===== config.mk =====
export PLATFORM = sky130hd
export DESIGN_NAME = adjsc_front
export DESIGN_NICKNAME = d
export VERILOG_FILES = /design/src/rtl/adjsc_pkg.sv /design/src/rtl/adjsc_front.sv
export SDC_FILE = /design/constraint.sdc
export NUM_CORES = 1
export LEC_CHECK = 0
export BUFFER_PORTS_ARGS = -buffer_cell sky130_fd_sc_hd__buf_2
export CAP_MARGIN = 15
export CORE_ASPECT_RATIO = 0.6
export CORE_MARGIN = 10
export CORE_UTILIZATION = 50
export DETAILED_ROUTE_END_ITERATION = 7
export GPL_ROUTABILITY_DRIVEN = 0
export GPL_TIMING_DRIVEN = 0
export PLACE_DENSITY_LB_ADDON = 0.2
export SLEW_MARGIN = 20
export SYNTH_ARGS = -nofsm -noshare
export SYNTH_HDL_FRONTEND = slang
export SYNTH_SLANG_ARGS = --single-unit

===== constraint.sdc =====
create_clock -name clk -period 8.05 [get_ports clk]
set_clock_uncertainty 0.1 [all_clocks]
set_input_delay 0.805 -clock clk [delete_from_list [all_inputs] [get_ports clk]]
set_output_delay 0.805 -clock clk [all_outputs]
set_load 0.02 [all_outputs]

===== src/rtl/adjsc_pkg.sv =====
// ----------------------------------------------------------------------------
// adjsc_pkg
// Shared types and constants for the adjoint stencil scatter block.
// ----------------------------------------------------------------------------
package adjsc_pkg;

	// Input item modes
	localparam logic [1:0] MODE_LOAD_LEFT  = 2'd0;
	localparam logic [1:0] MODE_LOAD_RIGHT = 2'd1;
	localparam logic [1:0] MODE_SAMPLE     = 2'd2;

	// Configuration register indexes
	localparam logic [1:0] CFG_FRAME_LENGTH  = 2'd0;
	localparam logic [1:0] CFG_HALF_WIDTH    = 2'd1;
	localparam logic [1:0] CFG_CENTER_WEIGHT = 2'd2;

	// Reset values of the configuration registers
	localparam logic [15:0] FRAME_LENGTH_RST = 16'd1024;
	localparam logic [3:0]  HALF_WIDTH_RST   = 4'd1;

	// Command queue depth between front and back (power of two)
	localparam int QUEUE_DEPTH = 4;

	// Input transaction
	typedef struct packed {
		logic [1:0]         mode;
		logic [2:0]         tap_index;
		logic signed [15:0] weight;
		logic signed [15:0] sample;
	} in_item_t;

	// Output transaction
	typedef struct packed {
		logic signed [39:0] adjoint_value;
		logic [15:0]        position;
		logic               frame_end;
	} out_item_t;

	typedef enum logic [1:0] {
		CMD_LOAD_LEFT,
		CMD_LOAD_RIGHT,
		CMD_SAMPLE
	} cmd_kind_t;

	// Classified command handed from front to back
	typedef struct packed {
		cmd_kind_t          kind;
		logic [2:0]         tap;
		logic signed [15:0] weight;
		logic signed [15:0] sample;
		logic               scatter; // sample adds products
		logic               last;    // final sample of the frame: flush
		logic               emit;    // one result for a non-final sample at i >= radius
		logic [3:0]         hs;      // radius of the frame
		logic [15:0]        pos;     // emit position, or first flush position
		logic [3:0]         span;    // flush covers span+1 positions
	} cmd_t;

	// Front status, watched by the top level
	typedef struct packed {
		logic [15:0] count;
		logic [15:0] frame_n;
	} front_status_t;

endpackage


===== src/rtl/adjsc_front.sv =====
// ----------------------------------------------------------------------------
// adjsc_front
// Accepts input transactions, tracks the position in the frame, latches the
// frame geometry and classifies each item into a command for the back end.
// ----------------------------------------------------------------------------
module adjsc_front #(
	parameter int MAX_HALF_WIDTH = 8
) (
	input  logic                      clk,
	input  logic                      arst_n,
	input  logic                      in_valid,
	output logic                      in_ready,
	input  adjsc_pkg::in_item_t       in_data,
	input  logic [15:0]               frame_length,
	input  logic [3:0]                half_width,
	input  logic                      q_full,
	output logic                      q_push,
	output adjsc_pkg::cmd_t           q_cmd,
	output adjsc_pkg::front_status_t  status
);

	logic [15:0] count_q;
	logic [15:0] frame_n_q;
	logic [3:0]  frame_s_q;

	logic        first;
	logic [15:0] n_live;
	logic [3:0]  s_live;
	logic [15:0] n_cur;
	logic [3:0]  s_cur;
	logic [16:0] i_ext;
	logic [16:0] n_ext;
	logic        take;
	logic        is_sample;

	assign in_ready = !q_full;
	assign take     = in_valid && in_ready;

	// Geometry in force: live config at a frame's first sample, else latched
	always_comb begin
		n_live = (frame_length == 16'd0) ? 16'd1 : frame_length;
		s_live = ({12'd0, half_width} > 16'(MAX_HALF_WIDTH)) ? 4'(MAX_HALF_WIDTH)
			: half_width;
		first  = (count_q == 16'd0);
		n_cur  = first ? n_live : frame_n_q;
		s_cur  = first ? s_live : frame_s_q;
		i_ext  = {1'b0, count_q};
		n_ext  = {1'b0, n_cur};
	end

	// Classification
	always_comb begin
		q_cmd         = '0;
		q_cmd.tap     = in_data.tap_index;
		q_cmd.weight  = in_data.weight;
		q_cmd.sample  = in_data.sample;
		q_cmd.hs      = s_cur;
		q_cmd.scatter = (count_q >= {12'd0, s_cur}) && ((i_ext + {13'd0, s_cur}) < n_ext);
		q_cmd.last    = ((i_ext + 17'd1) >= n_ext);
		q_cmd.emit    = !q_cmd.last && (count_q >= {12'd0, s_cur});
		q_cmd.span    = (count_q < {12'd0, s_cur}) ? count_q[3:0] : s_cur;
		q_cmd.pos     = q_cmd.last ? (count_q - {12'd0, q_cmd.span})
			: (count_q - {12'd0, s_cur});
		is_sample     = 1'b0;
		q_push        = 1'b0;
		unique case (in_data.mode)
			adjsc_pkg::MODE_LOAD_LEFT: begin
				q_cmd.kind = adjsc_pkg::CMD_LOAD_LEFT;
				q_push     = take;
			end
			adjsc_pkg::MODE_LOAD_RIGHT: begin
				q_cmd.kind = adjsc_pkg::CMD_LOAD_RIGHT;
				q_push     = take;
			end
			adjsc_pkg::MODE_SAMPLE: begin
				q_cmd.kind = adjsc_pkg::CMD_SAMPLE;
				q_push     = take;
				is_sample  = 1'b1;
			end
			default: begin
				// unused mode: dropped
				q_cmd.kind = adjsc_pkg::CMD_SAMPLE;
			end
		endcase
	end

	// Position counter and frame latch
	always_ff @(posedge clk or negedge arst_n) begin
		if (!arst_n) begin
			count_q   <= '0;
			frame_n_q <= adjsc_pkg::FRAME_LENGTH_RST;
			frame_s_q <= adjsc_pkg::HALF_WIDTH_RST;
		end else if (take && is_sample) begin
			frame_n_q <= n_cur;
			frame_s_q <= s_cur;
			count_q   <= q_cmd.last ? 16'd0 : count_q + 16'd1;
		end
	end

	assign status.count   = count_q;
	assign status.frame_n = frame_n_q;

endmodule


==> impl.org <==
** Clock tree
- Number of buffers created by CTS :: 5
- Once the clock tree was built, the setup fixing pass inserted 0 buffers.
- Bufs on Longest Clock Path :: 2
- The cell sitting at the root of the clock tree is a sky130_fd_sc_hd__clkbuf_16.
- Clock input transition at the sequential cells of the worst setup and hold paths :: 0.06 ns
- The clock drives 36 sinks.
- H-tree depth :: 2
- The later pin in the worst-skew pair is clocked with a latency of slightly below 0.3 ns.
- Count of hold buffers inserted by post-cts repair :: 0
- CTS-repair resized insts :: 0
- TritonCTS built the clock tree.

** Timing
- Fmax :: 135 MHz
- For the pin with the worst max-slew slack, the measured transition is 0.939 ns.
- Of the available clock period, the critical path in the final layout requires 0.921.
- The worst path needs 7.42 ns of the cycle, external delays included.
- Worst max-slew margin expressed relative to the limit :: 0.368
- Setup violations remaining at the end of the flow were counted as 0.
- Final Slew Violations :: 0
- Setup repair after global routing left no endpoint under its margin.
- The number of hold violations in the final report came to 0.
- Adding up every negative setup slack in the final design gives 0 ns.

** Die
- The core region is between 7000 and 8000 um2.
- The initial utilization of the core area, before any placement, comes to 0.515.
- The die covers 12200 um2.
- In this run the vertical extent of the chip is 89.8 um.
- From left edge to right edge, the die measures 136 um.
- In this run the count of I/O pins placed on the die edge is 159.
- Rows :: 25

** Global routing
- For this run the aggregate overflow at the end of global routing stands at 0.
- The number of global-route vias before repair came to approximately 4000.
- First-pass GRT wire length :: 20.6 mm
- Overall fraction of global-route tracks in use :: 0.207
- The number of antenna violations at the first check in global routing came to 0.
- Largest net degree at the start of global routing :: 37

** Detailed routing
- The routed design has 13.3 mm of wire.
- Dividing the detail-routed via count by the number of cells gives 5.66.
- In this run, the number of DRC markers left after iteration 0 of detailed routing was 400.
- After detailed routing, the average wire length per cell comes to roughly 18 um.
- For this run, design rule violations remaining after detail routing come to 0.
- Vias post-DR :: 4081
- Final ANT Viol Nets :: 0
- The first detailed-routing pass ran for 5 iterations.

** Logic synthesis
- A synthesized cell averages 8.42 um2.
- Simple logic cell fraction of the synthesized area :: 0.195
- Synthesized-area fraction occupied by xor and xnor cells :: 0.0928
- Adder-cell share of the synthesized area :: 0.157
- Combinational family with the most area after synthesis :: simple AND/OR/NAND/NOR gates
- Syn nets :: 592
- Cell type with the highest aggregate area in the netlist :: sky130_fd_sc_hd__dfrtp_1
- Synthesis handed over a netlist of ~480 instances.
- Number of register bits inferred by synthesis :: 36
- Top_reg_cell synth :: sky130_fd_sc_hd__dfrtp_1
- Counting distinct cell types in the post-synthesis netlist gives 57.
- Counting flops with a built-in enable in the synthesized netlist gives 0.
- Warnings from Yosys :: 0
- Of the post-synthesis cell area, the dominant cell type holds 0.210.
- Total standard cell area after synthesis :: 4060 um2
- Counting flops with an async set or reset pin after synthesis yields a share of 1.00.
- Top cells by area, synth :: sky130_fd_sc_hd__dfrtp_1, sky130_fd_sc_hd__ha_1, sky130_fd_sc_hd__buf_4, sky130_fd_sc_hd__xnor2_1, sky130_fd_sc_hd__o21ai_0
- For this run, the register share of the synthesized area comes to 0.223.
- Measured against the total synthesized area, the mux share comes to 0.0586.
- The post-synthesis compound-gate area fraction came to 0.161.

** Min path
- Hold crit path type :: reg -> reg

** Layout
- The count of cells in the finished layout, fillers not included, comes to just over 700.
- Fill cells in the final layout number between 700 and 800.
- Post-layout net count :: 722
- Diode insertion count for antenna repair :: 0
- Leading cell type in the layout, fill and taps excluded :: sky130_fd_sc_hd__buf_2
- Most used cells in the layout excluding fill and tap cells :: sky130_fd_sc_hd__buf_2, sky130_fd_sc_hd__ha_1, sky130_fd_sc_hd__nand2_1
- Synth-to-Final Area Change :: 22.7%
- In the final layout, the share of cells above drive strength 1 is 0.315.

** Run status
- The run finished with clean final reports.

** Power and ir drop
- The analysis attributes to cell leakage a power of around 2.6 nW.
- Worst vdd rail ir drop :: 0.486 mV
- Total power per unit cell area :: 445 nW/um2

** Worst setup path
- Arrival @ worst endpoint :: 6.51 ns
- The critical path is of the reg -> out type.
- Of all nets on the critical path, the largest fanout is 10.
- STA classifies the critical path startpoint as a flip-flop.
- For flop-to-flop paths, the worst setup slack is 3.01 ns.
- STA puts the critical path data required time at 7.14 ns.
- Type of destination of the critical path :: output port

** Flow run
- Number of maximum-capacitance violations :: 0

** Placed design
- After detailed placement, the design holds a cell count of 713.
- HPWL after detailed placement :: 11.0 mm
- Quantity of I/O buffers inserted on ports :: 123
[registers in the layout, summed over array words and instances (netlist names)]
signal	count
count_q	16
frame_n_q	16
frame_s_q	4
[worst paths after layout]
path | startpoint | to | cells after the start
min reg2reg | frame_s_q[0] | frame_s_q[0] | 2
max | count_q[9] | q_cmd[17] | 24
min | frame_s_q[0] | frame_s_q[0] | 2
max reg2reg | count_q[9] | count_q[4] | 14
max in group asynchronous | arst_n | count_q[12] | 1
min in group asynchronous | arst_n | frame_n_q[2] | 1
[layout make-up]
| class | count | area, um2 | share of cell area |
|---|---|---|---|
| Tap cell | 108 | 135 | 0.0271 |
| Clock inverter | 2 | 35.0 | 0.00704 |
| Inverter | 16 | 60.1 | 0.0121 |
| Buffer | 61 | 398 | 0.0799 |
| Multi-Input combinational cell | 369 | 2700 | 0.543 |
| Clock buffer | 6 | 129 | 0.0259 |
| Timing Repair Buffer | 123 | 616 | 0.124 |
| Sequential cell | 36 | 903 | 0.181 |
[kinds of logic (layout without fill, tap and decap cells)]
logic type,Yosys count,after routing
AO/OA/AOI/OAI,105,105
XOR/XNOR,43,43
adder cells (fa/ha/maj),49,49
buffers and inverters,77,208
flip-flops,36,36
multiplexers,22,22
AND/OR/NAND/NOR,150,150
[cell usage after synthesis, types with 4 or more instances]
library cell and instances:
sky130_fd_sc_hd__ha_1 46, sky130_fd_sc_hd__nand2_1 45, sky130_fd_sc_hd__o21ai_0 37, sky130_fd_sc_hd__buf_4 35
sky130_fd_sc_hd__dfrtp_1 34, sky130_fd_sc_hd__nor2_1 33, sky130_fd_sc_hd__xnor2_1 23, sky130_fd_sc_hd__xor2_1 20
sky130_fd_sc_hd__clkbuf_1 18, sky130_fd_sc_hd__mux2i_1 17, sky130_fd_sc_hd__nand3_1 16, sky130_fd_sc_hd__a21oi_1 15
sky130_fd_sc_hd__inv_1 14, sky130_fd_sc_hd__o21ai_1 13, sky130_fd_sc_hd__a21o_1 10, sky130_fd_sc_hd__nand4_1 9
sky130_fd_sc_hd__nor2b_1 9, sky130_fd_sc_hd__a22o_1 8, sky130_fd_sc_hd__nor3_1 7, sky130_fd_sc_hd__nor4_1 7
sky130_fd_sc_hd__buf_2 5, sky130_fd_sc_hd__a211oi_1 4, sky130_fd_sc_hd__and3_1 4, sky130_fd_sc_hd__or4_1 4
[worst max-delay path, stage by stage, from the launching register on]
cell and delay (ns):
sky130_fd_sc_hd__dfrtp_1 0.40, sky130_fd_sc_hd__buf_6 0.15, sky130_fd_sc_hd__or4_4 0.56, sky130_fd_sc_hd__nand4b_4 0.23
sky130_fd_sc_hd__nor4b_4 0.42, sky130_fd_sc_hd__buf_6 0.24, sky130_fd_sc_hd__nand3b_1 0.08, sky130_fd_sc_hd__o21ai_0 0.32
sky130_fd_sc_hd__ha_1 0.29, sky130_fd_sc_hd__inv_1 0.06, sky130_fd_sc_hd__fa_1 0.40, sky130_fd_sc_hd__a21oi_1 0.15
sky130_fd_sc_hd__nor2_1 0.08, sky130_fd_sc_hd__nor3_2 0.39, sky130_fd_sc_hd__nor2_1 0.08, sky130_fd_sc_hd__a21o_1 0.22
sky130_fd_sc_hd__ha_1 0.30, sky130_fd_sc_hd__nor2b_1 0.14, sky130_fd_sc_hd__nor3_1 0.19, sky130_fd_sc_hd__o21bai_1 0.18
sky130_fd_sc_hd__nor4_1 0.22, sky130_fd_sc_hd__o21ai_0 0.29, sky130_fd_sc_hd__a2111oi_2 0.46, sky130_fd_sc_hd__xor2_1 0.17
sky130_fd_sc_hd__buf_2 0.19
[stage by stage]
step	setup slack, ns	power [mW]	utilization	hold WS, ns	instance area, um2
6_report	0.634	2.22	0.631	0.361	4980
3_5_place_dp	1.05	1.98	0.610	0.349	4810
4_1_cts	0.708	2.21	0.631	0.359	4970
2_1_floorplan	1.23	1.48	-	0.339	4060
5_1_grt	0.267	2.39	0.631	0.389	4980
3_3_place_gp	1.08	1.94	0.610	0.347	4810
[where the power goes]
part           internal, mW  switching, mW  leakage [nW]
Sequential            0.222         0.0482         0.479
Clock                 0.146         0.0793        0.0808
Combinational         0.652           1.07          2.04
[metal layers]
layer,vias to the layer above,routed length (um),global-route usage
li1,1935,-,-
met1,1882,6130,0.304
met2,255,5320,0.287
met3,9,1730,0.0600
met4,0,102,0.0415
met5,-,0,0
(Power assumes the default switching activity.)
