[src/rtl/adjsc_pkg.sv]
// ----------------------------------------------------------------------------
// adjsc_pkg
// Shared types and constants for the adjoint stencil scatter block.
// ----------------------------------------------------------------------------
package adjsc_pkg;

	// Input item modes
	localparam logic [1:0] MODE_LOAD_LEFT  = 2'd0;
	localparam logic [1:0] MODE_LOAD_RIGHT = 2'd1;
	localparam logic [1:0] MODE_SAMPLE     = 2'd2;

	// Configuration register indexes
	localparam logic [1:0] CFG_FRAME_LENGTH  = 2'd0;
	localparam logic [1:0] CFG_HALF_WIDTH    = 2'd1;
	localparam logic [1:0] CFG_CENTER_WEIGHT = 2'd2;

	// Reset values of the configuration registers
	localparam logic [15:0] FRAME_LENGTH_RST = 16'd1024;
	localparam logic [3:0]  HALF_WIDTH_RST   = 4'd1;

	// Command queue depth between front and back (power of two)
	localparam int QUEUE_DEPTH = 4;

	// Input transaction
	typedef struct packed {
		logic [1:0]         mode;
		logic [2:0]         tap_index;
		logic signed [15:0] weight;
		logic signed [15:0] sample;
	} in_item_t;

	// Output transaction
	typedef struct packed {
		logic signed [39:0] adjoint_value;
		logic [15:0]        position;
		logic               frame_end;
	} out_item_t;

	typedef enum logic [1:0] {
		CMD_LOAD_LEFT,
		CMD_LOAD_RIGHT,
		CMD_SAMPLE
	} cmd_kind_t;

	// Classified command handed from front to back
	typedef struct packed {
		cmd_kind_t          kind;
		logic [2:0]         tap;
		logic signed [15:0] weight;
		logic signed [15:0] sample;
		logic               scatter; // sample adds products
		logic               last;    // final sample of the frame: flush
		logic               emit;    // one result for a non-final sample at i >= radius
		logic [3:0]         hs;      // radius of the frame
		logic [15:0]        pos;     // emit position, or first flush position
		logic [3:0]         span;    // flush covers span+1 positions
	} cmd_t;

	// Front status, watched by the top level
	typedef struct packed {
		logic [15:0] count;
		logic [15:0] frame_n;
	} front_status_t;

endpackage

[src/rtl/adjsc_fifo.sv]
// ----------------------------------------------------------------------------
// adjsc_fifo
// Short command queue that decouples the front from the back end.
// ----------------------------------------------------------------------------
module adjsc_fifo (
	input  logic            clk,
	input  logic            arst_n,
	input  logic            push,
	input  adjsc_pkg::cmd_t push_cmd,
	output logic            full,
	input  logic            pop,
	output adjsc_pkg::cmd_t pop_cmd,
	output logic            not_empty
);

	localparam int PW = $clog2(adjsc_pkg::QUEUE_DEPTH);

	adjsc_pkg::cmd_t entries_q [adjsc_pkg::QUEUE_DEPTH];
	logic [PW-1:0]   wr_ptr_q;
	logic [PW-1:0]   rd_ptr_q;
	logic [PW:0]     count_q;

	assign full      = (count_q == (PW+1)'(adjsc_pkg::QUEUE_DEPTH));
	assign not_empty = (count_q != '0);
	assign pop_cmd   = entries_q[rd_ptr_q];

	// Storage
	always_ff @(posedge clk) begin
		if (push) begin
			entries_q[wr_ptr_q] <= push_cmd;
		end
	end

	// Pointers and fill level
	always_ff @(posedge clk or negedge arst_n) begin
		if (!arst_n) begin
			wr_ptr_q <= '0;
			rd_ptr_q <= '0;
			count_q  <= '0;
		end else begin
			if (push) begin
				wr_ptr_q <= wr_ptr_q + 1'b1;
			end
			if (pop) begin
				rd_ptr_q <= rd_ptr_q + 1'b1;
			end
			if (push && !pop) begin
				count_q <= count_q + 1'b1;
			end else if (pop && !push) begin
				count_q <= count_q - 1'b1;
			end
		end
	end

endmodule

[config.mk]
export PLATFORM = sky130hd
export DESIGN_NAME = adjsc_fifo
export DESIGN_NICKNAME = d
export VERILOG_FILES = /design/src/rtl/adjsc_pkg.sv /design/src/rtl/adjsc_fifo.sv
export SDC_FILE = /design/constraint.sdc
export NUM_CORES = 1
export LEC_CHECK = 0
export BUFFER_PORTS_ARGS = -buffer_cell sky130_fd_sc_hd__buf_2
export CAP_MARGIN = 10
export CELL_PAD_IN_SITES_DETAIL_PLACEMENT = 0
export CELL_PAD_IN_SITES_GLOBAL_PLACEMENT = 1
export CORE_ASPECT_RATIO = 1.2
export CORE_MARGIN = 10
export CORE_UTILIZATION = 50
export CTS_CLUSTER_DIAMETER = 30
export CTS_CLUSTER_SIZE = 40
export DETAILED_ROUTE_END_ITERATION = 16
export PLACE_DENSITY_LB_ADDON = 0.1
export SYNTH_ARGS = -nofsm -noshare
export SYNTH_HDL_FRONTEND = slang
export SYNTH_SLANG_ARGS = --single-unit
[constraint.sdc]
create_clock -name clk -period 3 [get_ports clk]
set_input_delay 0.15 -clock clk [delete_from_list [all_inputs] [get_ports clk]]
set_output_delay 0.15 -clock clk [all_outputs]
set_load 0.05 [all_outputs]
==> results.yml, run 1 <==
floorplanning:
  die_x_um: 146.7
  coreArea_mm2: 0.01892
  die-area_mm2: 0.02522
  dieHeight_um: 172.0
  boundaryPins: 134
  start_util_pct: 50.86
  rows: 55
worst_setup_path:
  startpoint_type: "flop"
  crit_type: "reg2out"
  crit_slowest_cell: "dfrtp_4"
  worst_r2r_endpoint: "entries_q[0][62]"
  crit_path_max_incr_delay_ns: 0.88
  end_kind: "output port"
  worstPathArrival_ns: 2.45
  r2r_slack_ns: 1.15
  r2r-start: "wr_ptr_q[0]"
  cp_max_fo: 33
  cp_cell_sequence: "buf_12, mux4_2, buf_2"
  rr_worst_depth: 4
  cp.required_ns: 2.85
place:
  hpwl_mm: 11.24
  gp_congestion: 0.7136
  place_inst: 750
  io_buffers: 133
layout:
  final_common_cell: "edfxtp_1"
  diodes: 0
  post-route-util_pct: 66.45
  nNetsFinal: 678
  stdcell_count: 888
  drive_gt1_share_pct: 42.25
  area_growth_pct: 30.64
  final_cell_mix: "edfxtp_1, buf_2, dlygate4sd3_1"
power:
  p_leak_nw: 4.426
  finalPower_mw: 14.24
  power_density_mw_per_mm2: 1133
  vdd_drop_max_uv: 697.9
yosys:
  yosys.area.top_type_share_pct: 79.86
  ys_warn_count: 0
  synth-simple-area-share_pct: 0.5200
  yosys_register_bits: 263
  synth_seq_area_share_pct: 81.68
  synth_top_area_cell: "edfxtp_1"
  postSynthAreaPerCell_um2: 26.16
  synth_top_family_by_area: "multiplexers"
  yosys.area_share.adder_pct: 0.8579
  synth_compound_area_share_pct: 0.05200
  synth_cell_type_count: 19
  muxShareOfSynthArea_pct: 15.09
  synth-xor-area-share_pct: 0.5460
  synthCells: 368
  synth_area_leaders: "edfxtp_1, mux4_2, dfrtp_1"
  syn_area_mm2: 0.009625
  syn_nets: 442
global_routing:
  grt_pass1_wl_mm: 29.62
  grt_max_degree: 47
  overflow: 0
  grt_pass1_vias: 5246
  grt_use_total_pct: 15.10
  antenna_found_initial: 0
  grt.met2_usage_pct: 25.90
  use_met3_pct: 4.078
  gr-max-usage-layer: "met2"
  use_met1_pct: 18.25
cts:
  cts_made_buffers: 39
  cts_sinks: 263
  post_cts_buffers: 0
  cts_resized: 0
  htree_levels: 2
  clk_latency_ns: 0.49
  cts_root_buf: "clkbuf_16"
  cts.path.max_buffers: 3
  cts.clk_slew.worst_paths_ns: 0.05
  tritoncts: "yes"
timing:
  fmax_mhz: 385.3
  setup_viol: 0
  finalSetupTns_ns: 0
  fin_worst_skew_ns: 0.007350
  fin_crit_sh_pct: 86.51
  maxSlewViolCount: 0
  layout_min_cycle_time_ns: 2.595
  rsz0062_at_grt: "false"
  timing_hold_violations_final: 0
  relSlewSlack_pct: 53.68
  tightestPinTransition_ns: 0.6948
worst_hold_path:
  holdPathStages: 2
  whs_endpoint: "entries_q[0][41]"
  hold_path.class: "in2reg"
  hold_start: "push_cmd[41]"
routing:
  avgViaCountPerCell: 5.202
  finalWirelength_mm: 18.80
  drc: 0
  antenna_left: 0
  drt_iter0_drc: 269
  dr_total_vias: 4619
  dr.pass1.iters: 4
  routedWlPerCell_um: 21.17
flow_run:
  drv_cap: 0
run_status:
  outcome: "finished, final reports clean"
-- stage by stage --
| stage | cell area, um^2 | hold WS, ns | setup WS (ns) |
|---|---|---|---|
| after floorplan | 9625 | -0.1456 | 0.4505 |
| after global placement | 10660 | -0.01026 | 0.8635 |
| after detailed placement | 10660 | -0.005599 | 0.8506 |
| after CTS | 12570 | 0.3774 | 0.3132 |
| after global routing | 12570 | 0.4070 | 0.2328 |
| final | 12570 | 0.4053 | 0.4047 |
-- cells in the mapped netlist --
master and instances:
mux4_2 64, edfxtp_1 256, inv_1 4, nor3b_1 1, and2_1 4, o21ai_0 1
buf_2 6, nor2_1 1, mux2_2 1, nand2_1 2, clkbuf_1 1, ha_1 5
buf_6 5, dfrtp_1 7, or3_1 1, xor2_1 4, buf_4 2, fa_1 1
xnor2_1 2
-- state kept, by name, indices dropped and copies added, names as in the netlist --
name and cells:
count_q 3, entries_q 256, rd_ptr_q 2, wr_ptr_q 2
-- worst max-delay path: cells and delay by family, from the launching register on --
family / cells / cell delay, ns
flip-flops: 1 / 0.88
multiplexers: 1 / 0.55
buffers and inverters: 2 / 0.50
-- per-layer routing --
layer | vias to the layer above | wire (um)
li1 | 2057 | -
met1 | 2411 | 7717
met2 | 120 | 9839
met3 | 31 | 937
met4 | 0 | 308
met5 | - | 0
-- timing repair --
item / in CTS / in global routing
endpoints found under the hold margin: 267 / 0
hold buffers: 69 / 0
endpoints found under the setup margin: 0 / 0
-- logic make-up (layout without fill, tap and decap cells) --
kind of cell,count (synthesis),count (layout)
DFF,263,263
and+or+nand+nor,9,9
adders and majority gates,6,6
AOI/OAI and AO/OA,1,1
muxes,65,65
xor gates and xnor gates,6,6
buffers and inverters,18,282
-- where the power goes --
| part | internal, mW | leakage, nW | switching (mW) |
|---|---|---|---|
| Clock | 2.65 | 0.596 | 1.49 |
| Combinational | 1.57 | 1.40 | 3.33 |
| Sequential | 4.82 | 2.43 | 0.377 |
| Total | 9.04 | 4.43 | 5.20 |
-- how the worst max path moves through the flow --
stage	start	cells after the start	endpoint	slack (ns)
5_1_grt	rd_ptr_q[0]	3	pop_cmd[11]	0.23
3_3_place_gp	rd_ptr_q[0]	3	pop_cmd[50]	0.86
4_1_cts	rd_ptr_q[0]	3	pop_cmd[50]	0.31
6_report	rd_ptr_q[0]	3	pop_cmd[50]	0.40
3_5_place_dp	rd_ptr_q[0]	3	pop_cmd[50]	0.85
2_1_floorplan	wr_ptr_q[0]	3	entries_q[2][0]	0.45
-- layout make-up --
| type | count | area [um^2] |
|---|---|---|
| Inverter | 4 | 15.01 |
| Multi-Input combinational cell | 87 | 1653 |
| Timing Repair Buffer | 209 | 1496 |
| Fill cell | 1224 | 6350 |
| Clock buffer | 47 | 1049 |
| Sequential cell | 263 | 7870 |
| Clock inverter | 22 | 171.4 |
| Tap cell | 256 | 320.3 |
Power figures use the tool's default switching activity.
==> run 2: changes to the inputs <==
Settings changed: CORE_ASPECT_RATIO 1.2 to unset.
==> run 2 against run 1 <==
Sequential cell count stayed put; count of clock-buffer cells in the layout stayed put; first-iteration DRC count is 21% lower; sequential share of layout area is 1.3 points lower; register-to-register slack better by 0.04 ns.
==> results.yml, run 2 (synthesis results as in run 1) <==
worst_setup_path:
  cp_cell_sequence: "buf_4, mux4_2, buf_2"
  cp.required_ns: 2.85
  startpoint: "rd_ptr_q[0]"
  worst_r2r_endpoint: "entries_q[0][25]"
  r2r_slack_ns: 1.19
  end_kind: "output port"
  crit_path_max_incr_delay_ns: 0.59
  crit_slowest_cell: "mux4_2"
  crit_type: "reg2out"
  r2r-start: "wr_ptr_q[0]"
  startpoint_type: "flop"
  cp_max_fo: 27
  rr_worst_depth: 4
  cp_num_buf_inv: 2
  critPathTopFamily: "buffers and inverters"
  worstPathArrival_ns: 2.23
timing:
  fin_crit_sh_pct: 79.17
  setup_viol: 0
  tightestPinTransition_ns: 0.5612
  fmax_mhz: 421.0
  relSlewSlack_pct: 62.59
  timing_hold_violations_final: 0
  layout_min_cycle_time_ns: 2.375
  timing.hold.ws_ns: 0.3903
  rsz0062_at_grt: "false"
  maxSlewViolCount: 0
  fin_ws_ns: 0.6249
  finalSetupTns_ns: 0
  fin_worst_skew_ns: 0.006962
floorplanning:
  die_x_um: 158.7
  start_util_pct: 51.12
  boundaryPins: 134
  coreArea_mm2: 0.01883
  dieHeight_um: 158.7
  rows: 50
  die-area_mm2: 0.02520
routing:
  finalWirelength_mm: 18.19
  drc: 0
  routedWlPerCell_um: 20.17
  antenna_left: 0
  avgViaCountPerCell: 5.102
  dr.pass1.iters: 4
  dr_total_vias: 4602
  drt_iter0_drc: 212
cts:
  cts_made_buffers: 44
  cts_root_buf: "clkbuf_16"
  htree_levels: 2
  cts_sinks: 263
  cts.clk_slew.worst_paths_ns: 0.05
  tritoncts: "yes"
  clk_latency_ns: 0.51
  cts.path.max_buffers: 3
layout:
  largest_register_ffs: 256
  fin_area_mm2: 0.01285
  area_growth_pct: 33.46
  regMostFlops: "entries_q"
  nNetsFinal: 682
  drive_gt1_share_pct: 44.24
  final_cell_mix: "edfxtp_1, buf_2, dlygate4sd3_1"
  diodes: 0
  stdcell_count: 902
  reg_top3: "entries_q x256, count_q x3"
  final_common_cell: "edfxtp_1"
run_status:
  outcome: "finished, final reports clean"
place:
  io_buffers: 133
  hpwl_mm: 10.50
  place_inst: 754
  dpl_cell_area_mm2: 0.01066
  post-place-ws_ns: 1.082
  gp_congestion: 0.6940
power:
  p_leak_nw: 4.546
  power_density_mw_per_mm2: 1168
  vdd_drop_max_uv: 700.7
global_routing:
  grt_pass1_wl_mm: 29.11
  overflow: 0
  grt_pass1_vias: 5242
  antenna_found_initial: 0
  grt_use_total_pct: 14.47
  grt_max_degree: 40
worst_hold_path:
  holdPathStages: 2
  hold_path.class: "in2reg"
  whs_endpoint: "entries_q[1][38]"
  hold_start: "push_cmd[38]"
flow_run:
  drv_cap: 0
## run 2: what timing repair did
action / 4_1_cts / 5_1_grt
hold endpoints to repair: 267 / 0
hold buffers: 68 / 0
setup buffers: 0 / 0
gates resized for setup: 0 / 0
## run 2: layer usage
metal	vias up	wire [um]	global-route usage [%]
met1	2360	7610	18.50
li1	2077	-	-
met4	0	305	4.932
met3	31	1042	4.131
met5	-	0	0
met2	134	9234	23.32
## run 2: metrics by stage
step,power [mW],util [%]
2_1_floorplan,8.997,-
3_3_place_gp,10.13,56.59
3_5_place_dp,10.17,56.59
4_1_cts,15.25,68.22
5_1_grt,15.66,68.22
6_report,15.00,68.22
## run 2: worst max-delay path by stage
stage	end	slack, ns	cells after the start
CTS	pop_cmd[18]	0.54	3
global route	pop_cmd[18]	0.47	3
floorplan	entries_q[2][0]	0.45	3
finish	pop_cmd[18]	0.62	3
global placement	pop_cmd[18]	1.10	3
detailed placement	pop_cmd[18]	1.08	3
## run 2: where the power goes
group / internal [mW] / leakage (nW) / switching (mW)
clock network: 3.34 / 0.725 / 1.62
registers: 4.82 / 2.43 / 0.259
logic: 1.55 / 1.39 / 3.41
total: 9.71 / 4.55 / 5.29
## run 2: worst register-to-register path, stage by stage, from the launching register on
cell     delay, ns
dfrtp_1       0.42
inv_1         0.10
ha_1          0.15
and2_4        0.51
buf_12        0.31
## run 2: layout make-up
type                            count  area (um^2)
Multi-Input combinational cell     87         1653
Fill cell                        1222         5984
Clock buffer                       47         1134
Tap cell                          260        325.3
Timing Repair Buffer              208         1474
Inverter                            4        15.01
Sequential cell                   263         7870
Clock inverter                     33        375.4
==> run 3: changes to the inputs <==
Settings changed: ABC_AREA set to 1, CORE_UTILIZATION 50 to 43.
Clock period 3 ns to 1.9 ns, I/O delays scaled along.
==> run 3 against run 2 <==
The flow now finishes with violations (negative setup slack); sequential share of layout area is 9.5 points lower; critical path depth grew 2; sequential power increased by 57%; register-to-register slack lost 0.82 ns.
==> results.yml, run 3 <==
run_status:
  outcome: "finished, violations left"
  violations: "negative setup slack"
routing:
  finalWirelength_mm: 26.82
  dr.pass1.iters: 5
  drc: 0
  routedWlPerCell_um: 18.94
  drt_iter0_drc: 358
  avgViaCountPerCell: 4.828
  dr_total_vias: 6836
  antenna_left: 0
global_routing:
  grt_pass1_vias: 7065
  antenna_found_initial: 2
  grt_pass1_wl_mm: 38.99
  overflow: 0
  grt_use_total_pct: 15.65
  grt_max_degree: 87
floorplanning:
  die-area_mm2: 0.03205
  start_util_pct: 43.44
  rows: 58
  boundaryPins: 134
  coreArea_mm2: 0.02504
  dieHeight_um: 179.0
  die_x_um: 179.0
power:
  p_sw_share_pct: 39.41
  p_leak_nw: 6.173
  p_int_mw: 18.42
  pwr-share-comb_pct: 45.5
  power.switching_mw: 11.98
  seq_power_share_pct: 26.2
  pwr-share-clk_pct: 28.3
  vdd_drop_max_uv: 1491
  power_density_mw_per_mm2: 1999
worst_setup_path:
  crit_type: "reg2out"
  cp_max_fo: 6
  end_kind: "output port"
  worstPathArrival_ns: 1.94
  startpoint_type: "flop"
  cp.required_ns: 1.80
timing:
  finalSetupTns_ns: -3.067
  fin_worst_skew_ns: 0.01495
  setup_viol: 59
  fmax_mhz: 490.5
  maxSlewViolCount: 0
  timing_hold_violations_final: 0
  timing.hold.ws_ns: 0.3229
  rsz0062_at_grt: "true"
  fin_crit_sh_pct: 107.3
  fin_ws_ns: -0.1388
  relSlewSlack_pct: 71.09
  tightestPinTransition_ns: 0.4322
  layout_min_cycle_time_ns: 2.039
layout:
  post-route-util_pct: 60.75
  final_cell_mix: "edfxtp_1, nand2_1, inv_1"
  final_common_cell: "edfxtp_1"
  area_growth_pct: 39.86
  regMostFlops: "entries_q"
  drive_gt1_share_pct: 29.12
  seqCellArea_mm2: 0.007868
  multi_input_area_mm2: 0.002158
  nNetsFinal: 1122
  reg_top3: "entries_q x256, count_q x3"
  largest_register_ffs: 256
  fillers: 1927
yosys:
  ys_warn_count: 0
  synth_cell_type_count: 20
  synth_seq_area_share_pct: 72.30
  synthMostInstantiatedCell: "edfxtp_1"
  synth_common_cells: "edfxtp_1, nand2_1, inv_1, o211ai_1, o211ai_2"
  ys.flop_type: "edfxtp_1"
  postSynthAreaPerCell_um2: 13.66
  synth_top_area_cell: "edfxtp_1"
  async_flop_share_pct: 2.662
  syn_area_mm2: 0.01088
  yosys_register_bits: 263
  synth_edf_count: 256
  synth_area_leaders: "edfxtp_1, nand2_1, o211ai_1"
  yosys.area.top_type_share_pct: 70.69
  synthCells: 796
  syn_nets: 870
cts:
  cts.clk_slew.worst_paths_ns: 0.05
  cts_made_buffers: 51
  clk_latency_ns: 0.52
  cts_root_buf: "clkbuf_16"
  cts.path.max_buffers: 3
  cts_sinks: 263
  htree_levels: 2
  tritoncts: "yes"
worst_hold_path:
  hold_path.class: "in2reg"
place:
  gp_congestion: 0.7221
  hpwl_mm: 13.68
  io_buffers: 133
flow_run:
  drv_cap: 0
run 3: cell count changes after synthesis, moves of 2 or more:
cell and delta:
nand2_1 +204, and2_1 -4, inv_1 +136, buf_6 +20
o211ai_1 +85, buf_4 +2, buf_2 +7, mux4_2 -64
o211ai_2 +43
run 3: path summary, 6_finish.rpt:
kind / start / end / slack [ns] / depth (start not counted)
max: rd_ptr_q[0] / pop_cmd[41] / -0.14 / 5
min: push_cmd[14] / entries_q[3][14] / 0.32 / 2
max reg2reg: wr_ptr_q[1] / entries_q[1][33] / 0.37 / 5
min reg2reg: count_q[2] / count_q[2] / 0.48 / 2
max in group asynchronous: arst_n / rd_ptr_q[0] / 0.97 / 3
min in group asynchronous: arst_n / count_q[2] / 0.59 / 3
run 3: area by class of cell:
class | count | area share (%)
flip-flops and latches | 263 | 51.72
repair buffers | 243 | 16.84
multi-input cells | 349 | 14.19
clock buffers | 58 | 8.563
inverters | 140 | 3.586
well taps | 330 | 2.714
clock inverters | 32 | 2.369
diodes | 1 | 0.01645
run 3: repair_timing:
item	in CTS	in global routing
pin swaps	8	56
resized for setup	97	61
hold endpoints to repair	267	0
setup buffers	2	2
setup endpoints to repair	64	64
hold buffers	68	0
gates cloned	4	16
run 3: critical path, cell delays in order, from the launching register on:
cell and delay [ns]:
dfrtp_4 0.55, buf_8 0.18, buf_16 0.14, o211ai_1 0.24, nand2_2 0.13, buf_8 0.17
run 3: layer usage:
layer	vias to the layer above	share of wire [%]	global-route usage, %
met5	-	0.048	0
met4	2	1.7	4.857
met3	41	6.5	4.065
met2	171	50	26.21
met1	3315	42	19.48
li1	3307	-	-
run 3: power groups by stage:
stage               Clock, mW  Combinational (mW)  Sequential (mW)
detailed placement          0                10.6             8.05
finish                   8.59                13.8             7.98
floorplan                   0                8.27             7.97
global route             9.05                14.7             8.07
global placement            0                10.5             8.00
CTS                      8.75                12.4             7.97
run 3: through the flow:
stage / total power, mW / area (um^2) / worst slack (ns) / instances
after global routing: 31.80 / 15210 / -0.1986 / 1416
final: 30.40 / 15210 / -0.1388 / 1416
after floorplan: 16.25 / 10910 / -0.09287 / 796
after global placement: 18.53 / 11890 / 0.3939 / 1233
after detailed placement: 18.70 / 11890 / 0.3581 / 1233
after CTS: 29.07 / 14650 / -0.1021 / 1397
run 3: cells by family after synthesis:
group	Yosys count	share of synthesized area [%]
flip-flops	263	72.30
AND/OR/NAND/NOR	210	7.294
adder cells (fa/ha/maj)	6	0.7593
XOR/XNOR	4	0.3222
AO/OA/AOI/OAI	129	10.86
buffers and inverters	184	8.467
